[src/rtl/core/isis_pkg.sv]
// Package: types, constants and commands for the interval split index sampler.
package isis_pkg;
	localparam int MAX_INTERVALS = 512;
	localparam int INDEX_BITS    = 16;
	localparam int ADDR_W        = $clog2(MAX_INTERVALS);
	localparam int CNT_W         = $clog2(MAX_INTERVALS + 1);
	localparam int SPAN_W        = INDEX_BITS + 1;

	localparam logic [0:0] REG_RANGE_LOW  = 1'b0;
	localparam logic [0:0] REG_RANGE_HIGH = 1'b1;
	localparam logic       MODE_RESTART   = 1'b0;
	localparam logic       MODE_DRAW      = 1'b1;

	typedef struct packed {
		logic        mode;
		logic [31:0] piece_random;
		logic [31:0] offset_random;
	} in_item_t;

	typedef struct packed {
		logic signed [16:0] drawn_index;
		logic               exhausted;
		logic               restart_ok;
	} out_item_t;

	typedef enum logic [3:0] {
		ST_IDLE,
		ST_RESTART,
		ST_PDIV,
		ST_RD,
		ST_RDWAIT,
		ST_ODIV,
		ST_SHIFT_RD,
		ST_SHIFT_WR,
		ST_APP_HI,
		ST_APP_LO,
		ST_DONE
	} state_t;

	typedef struct packed {
		logic load_item;
		logic do_restart;
		logic pdiv_start;
		logic latch_iv;
		logic odiv_start;
		logic shift_rd;
		logic shift_wr;
		logic app_hi;
		logic app_lo;
		logic result_empty;
		logic result_pick;
		logic result_restart;
	} ctrl_t;

	typedef struct packed {
		logic count_zero;
		logic div_done;
		logic shift_more;
		logic shift_next;
		logic need_hi;
		logic need_lo;
		logic out_busy;
	} stat_t;
endpackage

[src/rtl/core/isis_ctrl.sv]
// Controller state machine sequencing restart and draw items.
module isis_ctrl
	import isis_pkg::*;
(
	input  logic   clk,
	input  logic   arst_n,
	input  logic   in_valid,
	input  logic   in_mode,
	input  stat_t  stat,
	output logic   in_stall,
	output ctrl_t  ctrl
);
	state_t state_q, state_d;
	logic   mode_q;

	assign in_stall = (state_q != ST_IDLE);

	always_ff @(posedge clk or negedge arst_n) begin
		if (!arst_n) begin
			state_q <= ST_IDLE;
			mode_q  <= MODE_RESTART;
		end else begin
			state_q <= state_d;
			if (in_valid && !in_stall) begin
				mode_q <= in_mode;
			end
		end
	end

	always_comb begin
		state_d = state_q;
		case (state_q)
			ST_IDLE: begin
				if (in_valid && !in_stall) begin
					state_d = (in_mode == MODE_RESTART) ? ST_RESTART : ST_PDIV;
				end
			end
			ST_RESTART: state_d = ST_DONE;
			ST_PDIV: begin
				if (stat.count_zero) begin
					state_d = ST_DONE;
				end else if (stat.div_done) begin
					state_d = ST_RD;
				end
			end
			ST_RD:     state_d = ST_RDWAIT;
			ST_RDWAIT: state_d = ST_ODIV;
			ST_ODIV: begin
				if (stat.div_done) begin
					state_d = stat.shift_more ? ST_SHIFT_RD : ST_APP_HI;
				end
			end
			ST_SHIFT_RD: state_d = ST_SHIFT_WR;
			ST_SHIFT_WR: state_d = stat.shift_next ? ST_SHIFT_RD : ST_APP_HI;
			ST_APP_HI:   state_d = ST_APP_LO;
			ST_APP_LO:   state_d = ST_DONE;
			ST_DONE:     state_d = stat.out_busy ? ST_DONE : ST_IDLE;
			default:     state_d = ST_IDLE;
		endcase
	end

	always_comb begin
		ctrl = '0;
		case (state_q)
			ST_IDLE: ctrl.load_item = in_valid && !in_stall;
			ST_RESTART: ctrl.do_restart = 1'b1;
			ST_PDIV: ctrl.pdiv_start = 1'b0;
			ST_RDWAIT: begin
				ctrl.latch_iv = 1'b1;
			end
			ST_ODIV: ctrl.odiv_start = 1'b0;
			ST_SHIFT_RD: ctrl.shift_rd = 1'b1;
			ST_SHIFT_WR: ctrl.shift_wr = 1'b1;
			ST_APP_HI: ctrl.app_hi = stat.need_hi;
			ST_APP_LO: ctrl.app_lo = stat.need_lo;
			ST_DONE: begin
				ctrl.result_restart = (mode_q == MODE_RESTART) && !stat.out_busy;
				ctrl.result_empty   = (mode_q == MODE_DRAW) && stat.count_zero
					&& !stat.out_busy;
				ctrl.result_pick    = (mode_q == MODE_DRAW) && !stat.count_zero
					&& !stat.out_busy;
			end
			default: ctrl = '0;
		endcase
		// divider starts: on entry into each division state
		if (state_q == ST_IDLE && in_valid && !in_stall && in_mode == MODE_DRAW) begin
			ctrl.pdiv_start = 1'b1;
		end
		if (state_q == ST_RDWAIT) begin
			ctrl.odiv_start = 1'b1;
		end
	end

	assert property (@(posedge clk) disable iff (!arst_n)
		(state_q != ST_IDLE) |-> in_stall)
		else $error("item accepted while busy");
	assert property (@(posedge clk) disable iff (!arst_n)
		(state_q == ST_RESTART) |=> (state_q == ST_DONE))
		else $error("restart did not finish");
	assert property (@(posedge clk) disable iff (!arst_n)
		(state_q == ST_RD) |=> (state_q == ST_RDWAIT))
		else $error("read wait skipped");
endmodule

[config.mk]
export PLATFORM = sky130hd
export DESIGN_NAME = isis_ctrl
export DESIGN_NICKNAME = d
export VERILOG_FILES = /design/src/rtl/core/isis_pkg.sv /design/src/rtl/core/isis_ctrl.sv
export SDC_FILE = /design/constraint.sdc
export NUM_CORES = 1
export LEC_CHECK = 0
export BUFFER_PORTS_ARGS = -buffer_cell sky130_fd_sc_hd__buf_2
export CAP_MARGIN = 25
export CELL_PAD_IN_SITES_DETAIL_PLACEMENT = 1
export CELL_PAD_IN_SITES_GLOBAL_PLACEMENT = 2
export CORE_MARGIN = 2
export CORE_UTILIZATION = 21
export DETAILED_ROUTE_END_ITERATION = 8
export PLACE_DENSITY = 0.73
export SETUP_SLACK_MARGIN = 0.02
export SLEW_MARGIN = 20
export SYNTH_ARGS = -nofsm -noshare
export SYNTH_HDL_FRONTEND = slang
export SYNTH_SLANG_ARGS = --single-unit
[constraint.sdc]
create_clock -name clk -period 1.8 [get_ports clk]
set_clock_uncertainty 0.2 [all_clocks]
set_input_delay 0.09 -clock clk [delete_from_list [all_inputs] [get_ports clk]]
set_output_delay 0.09 -clock clk [all_outputs]
set_load 0.01 [all_outputs]
* After elaboration in Yosys (flattened, before gate mapping) *
Cells that the tools add are included.

word-level totals
  flip-flop bits (word level) = 5
  word-level logic and storage cells = 50
  bits of input ports = 11

operators by class
  equal/unequal tests = 13
  reduce and logical (&&, ||, !) cells = 16
  bitwise logic cells = 1
  multiplexer cells = 18

operators with widths
  cell                  number
  $pmux W4 S10          1
  $mux W4               7
  $eq A4 B3 Y1 const B  4
  $eq A4 B4 Y1 const B  3
  $logic_and A1 B1 Y1   9
  $eq A4 B2 Y1 const B  2
  $mux W1               8
  $eq A4 B1 Y1 const B  1
  $logic_not A4 Y1      1
  $ne A2 B2 Y1 const B  2
  $reduce_bool A4 Y1    1
  $logic_not A1 Y1      3
  $mux W3               1
  $ne A3 B3 Y1 const B  1
  $reduce_and A3 Y1     1
  $mux W2               1
  $reduce_or A2 Y1      1
  $not A1 Y1            1

* Logic depth before layout (Yosys ltp) *
  depth after elaboration = 5
  mapped depth = 5

* Worst setup path before layout *
OpenSTA, ideal clock, no wires.

  path kind = register to register
  start = register state_q[1]
  end = register mode_q
  buffers on the path = 0
  arrival = 1.428 ns
  clock period less this slack = 1.756 ns
  data required time = 1.472 ns
  path slack = 0.044 ns
  stages on the path, launching flop included = 4
  cells stage by stage = dfrtp_1 > nor4_1 > and2_1 > mux2_1

between the ends
  longest elaborated chain between the ends = 3

ends and longest elaborated chain
  what                    line             RTL
  from (decl)             isis_ctrl.sv:13  state_t state_q, state_d;
  from (signal assigned)  isis_ctrl.sv:23  state_q <= state_d;
  $reduce_bool A4 Y1      isis_ctrl.sv:16  assign in_stall = (state_q != ST_IDLE);
  $logic_not A1 Y1        isis_ctrl.sv:24  if (in_valid && !in_stall) begin
  $logic_and A1 B1 Y1     isis_ctrl.sv:24
  to (signal assigned)    isis_ctrl.sv:25  mode_q <= in_mode;
  to (decl)               isis_ctrl.sv:14  logic mode_q;

Every way passes these cells.
A chain may end at the register's enable or synchronous reset.

* Final worst setup path *
  start = register state_q[0]
  end = register state_q[0]

between the ends
  longest elaborated chain between the ends = 5
  elaborated cells between the ends (all ways) = 20
  those cells by class = eq/ne (13); mux (1); reduce/logical (6)

ends and longest elaborated chain
  what                                line             RTL
  $reduce_bool A4 Y1                  isis_ctrl.sv:16
  $logic_not A1 Y1                    isis_ctrl.sv:34  if (in_valid && !in_stall) begin
  $logic_and A1 B1 Y1                 isis_ctrl.sv:34
  $ne A2 B2 Y1 (no source line)       --
  $reduce_and A3 Y1 (no source line)  --

Parallel ways exist; a longest one is shown, timed or not.

==> summary.txt <==
Detailed routing
  • DR iter-0 viols: 14
  • Routed wire length: 1.936 mm
  • Total number of vias: 649
  • DRC: 0
  • Avg Vias per Cell: 5.070
  • Antenna-violating nets left: 0
  • TritonRoute pass-1 iters: 4
  • Drt wl/cell: 15.13 µm

Floorplan
  • Rows: 17
  • Die Wd: 53.43 µm
  • I/O Pins: 24
  • Core area: 2255 µm²
  • Initial Util: 22.75%
  • Die area: 2854 µm²
  • Die Ht: 53.43 µm

Synthesis
  • Number of distinct library cells after synthesis: 29
  • Synth Flop Type: dfrtp_1
  • Syn Inst Count: 68
  • Yosys top cell by area: dfrtp_1
  • Yosys warns: 0
  • Synth top area cells: dfrtp_1 (24%), mux2_1 (6.6%), nand2b_1 (6.1%)
  • Synth async-reset ratio: 100.0%
  • Post-synthesis cell area: 513.0 µm²
  • Mapped Avg Cell Area: 7.544 µm²
  • Register area share after synthesis: 24.39%
  • Number of synthesized register bits: 5
  • Post-synth EDFFs: 0
  • Top cells by count, synth: dfrtp_1 (5), inv_1 (5), nand2b_1 (5), nor2_1 (5)
  • Synth Net Count: 79
  • Area share of the largest cell type after synthesis: 24.39%

Worst setup path
  • Critical path buffer and inverter count: 0
  • Worst path slowest cell: dfrtp_1
  • FF-to-FF path depth: 4
  • Crit Path Category: reg -> reg
  • Crit path cell chain: nand2b_4 > o31a_1 > o31a_1 > mux2_4
  • Max FO, Critical Path: 3
  • Largest stage delay, worst path: 0.41 ns
  • CP dominant cell by count: o31a_1
  • Worst Setup End Kind: flip-flop
  • Delay-heaviest family, CP: compound AO/OA/AOI/OAI gates
  • Worst path arrival time: 1.69 ns
  • Crit. path cell count: 4
  • Critical Path Source Type: flip-flop
  • Critical Path RT: 1.72 ns

Global route
  • Met1 usage: 15.96%
  • Largest net degree at the start of global routing: 14
  • Antenna violations before repair: 0
  • Global route hottest layer: met2
  • Vias in the first global route: 666
  • Met3 Usage GRT: 1.977%
  • Grt total ovfl: 0
  • First-pass GRT wire length: 2.953 mm
  • Met2 usage: 26.75%
  • Tot GR Track Use: 14.78%

Placement
  • Count of input and output buffers: 23
  • HPWL after detailed placement: 1.436 mm
  • Placer Congestion: 0.7490

Hold path
  • WHS Path Cells: 3
  • Hold Path Class: in -> reg

Timing
  • Post-layout minimum cycle time: 1.772 ns
  • Max Clock Freq: 0.5642 GHz
  • Worst slew pin tran: 0.3629 ns
  • Final setup violation count: 0
  • Final period util: 98.47%
  • RSZ-0062 raised after global routing: true
  • Fin. max-slew vios: 0
  • Final Hold Slack: 0.05840 ns
  • Max-slew headroom: 75.18%
  • Final hold vios: 0

Clocking
  • Clock slew at reported path FFs: 0.05 ns
  • CTS tree: built
  • Sink Count: 5
  • Worst-skew pair later-pin latency: 0.24 ns
  • Clock Tree Buf Depth: 2
  • Root Driver: clkbuf_4
  • H-tree depth: 1
  • Post-CTS setup buffer count: 0
  • TritonCTS buffer count: 3

Finish
  • Share of layout cells above drive strength 1: 41.00%
  • ANT cells: 0
  • Area grow syn2layout: 54.15%
  • Fillers: 301
  • Net count, final: 112

Power
  • Worst ir drop on vdd: 0.5068 mV
  • Pwr Total: 1.164 mW
  • P_leak: 0.3820 nW
  • Power Density: 1472 nW/µm²

Flow run
  • Maxcap violations: 0

Outcome
  • Status: completed
==> state kept, by name (all words and copies together), names as in the netlist <==
register  cells
mode_q        1
state_q       4
==> path summary, 6_finish.rpt <==
check                        endpoint  slack, ns       start
min reg2reg                    mode_q       0.40      mode_q
min in group asynchronous  state_q[0]       0.58      arst_n
max in group asynchronous  state_q[1]       0.06      arst_n
max reg2reg                state_q[0]       0.03  state_q[0]
min                        state_q[1]       0.06     stat[6]
max                        state_q[0]       0.03  state_q[0]
==> metal layers <==
| layer | share of wire [%] | routed length, µm |
|---|---|---|
| met3 | 3.8 | 73 |
| met4 | 1.3 | 25 |
| met5 | 0 | 0 |
| met2 | 51 | 990 |
| met1 | 44 | 847 |
==> cell families after synthesis <==
kind of cell	count (synthesis)	share of synthesized area [%]
buffers and inverters	10	8.049
flip-flops	5	24.39
AO/OA/AOI/OAI	16	22.20
AND/OR/NAND/NOR	33	36.83
multiplexers	4	8.536
==> stage by stage <==
step | worst slack, ns | cell area, µm² | instances | setup TNS (ns) | util, %
after CTS | 0.03289 | 757.0 | 128 | 0 | 33.57
after detailed placement | 0.03913 | 685.7 | 120 | 0 | 30.41
after global placement | 0.08910 | 685.7 | 120 | 0 | 30.41
after floorplan | 0.04394 | 513.0 | 68 | 0 | -
final | 0.02757 | 790.8 | 128 | 0 | 35.07
after global routing | -0.02089 | 790.8 | 128 | -0.09751 | 35.07
==> layout make-up <==
type	instances	area, µm²	area share (%)
Multi-Input combinational cell	53	384.1	48.58
Timing Repair Buffer	33	200.2	25.32
Sequential cell	5	126.4	15.98
Tap cell	28	35.03	4.430
Clock buffer	4	26.28	3.323
Inverter	5	18.77	2.373
==> placed cells by master (no fill, tap or decap), types with 2 or more instances in the layout <==
master	synthesis	final
and2_1	2	2
a21o_1	2	2
nor2b_1	2	2
inv_1	5	5
dfrtp_1	5	4
nor3_1	4	2
and3_1	2	2
buf_4	1	6
o31a_1	2	2
clkbuf_4	0	3
nand2_1	4	4
nor4_1	4	3
o21ai_0	4	4
nor3_2	0	2
a21oi_1	2	2
nand2b_1	5	4
buf_2	0	23
dlygate4sd3_1	0	4
mux2_4	0	2
nor2_1	5	5
==> worst min-delay path: stages <==
cell	delay, ns
buf_2	0.15
nor3_1	0.07
a21o_1	0.15
==> where the power goes <==
group	internal [mW]	total, mW	switching (mW)	leakage, nW
clock network	0.0840	0.133	0.0488	0.0150
registers	0.167	0.236	0.0693	0.0616
logic	0.381	0.795	0.415	0.305
==> timing repair <==
| item | CTS | global route |
|---|---|---|
| hold buffers | 4 | 0 |
| setup endpoints to repair | 2 | 11 |
| hold endpoints to repair | 6 | 0 |
| resized for setup | 1 | 8 |
| pin swaps | 0 | 1 |
No activity file was read; power rests on OpenSTA's default activity.
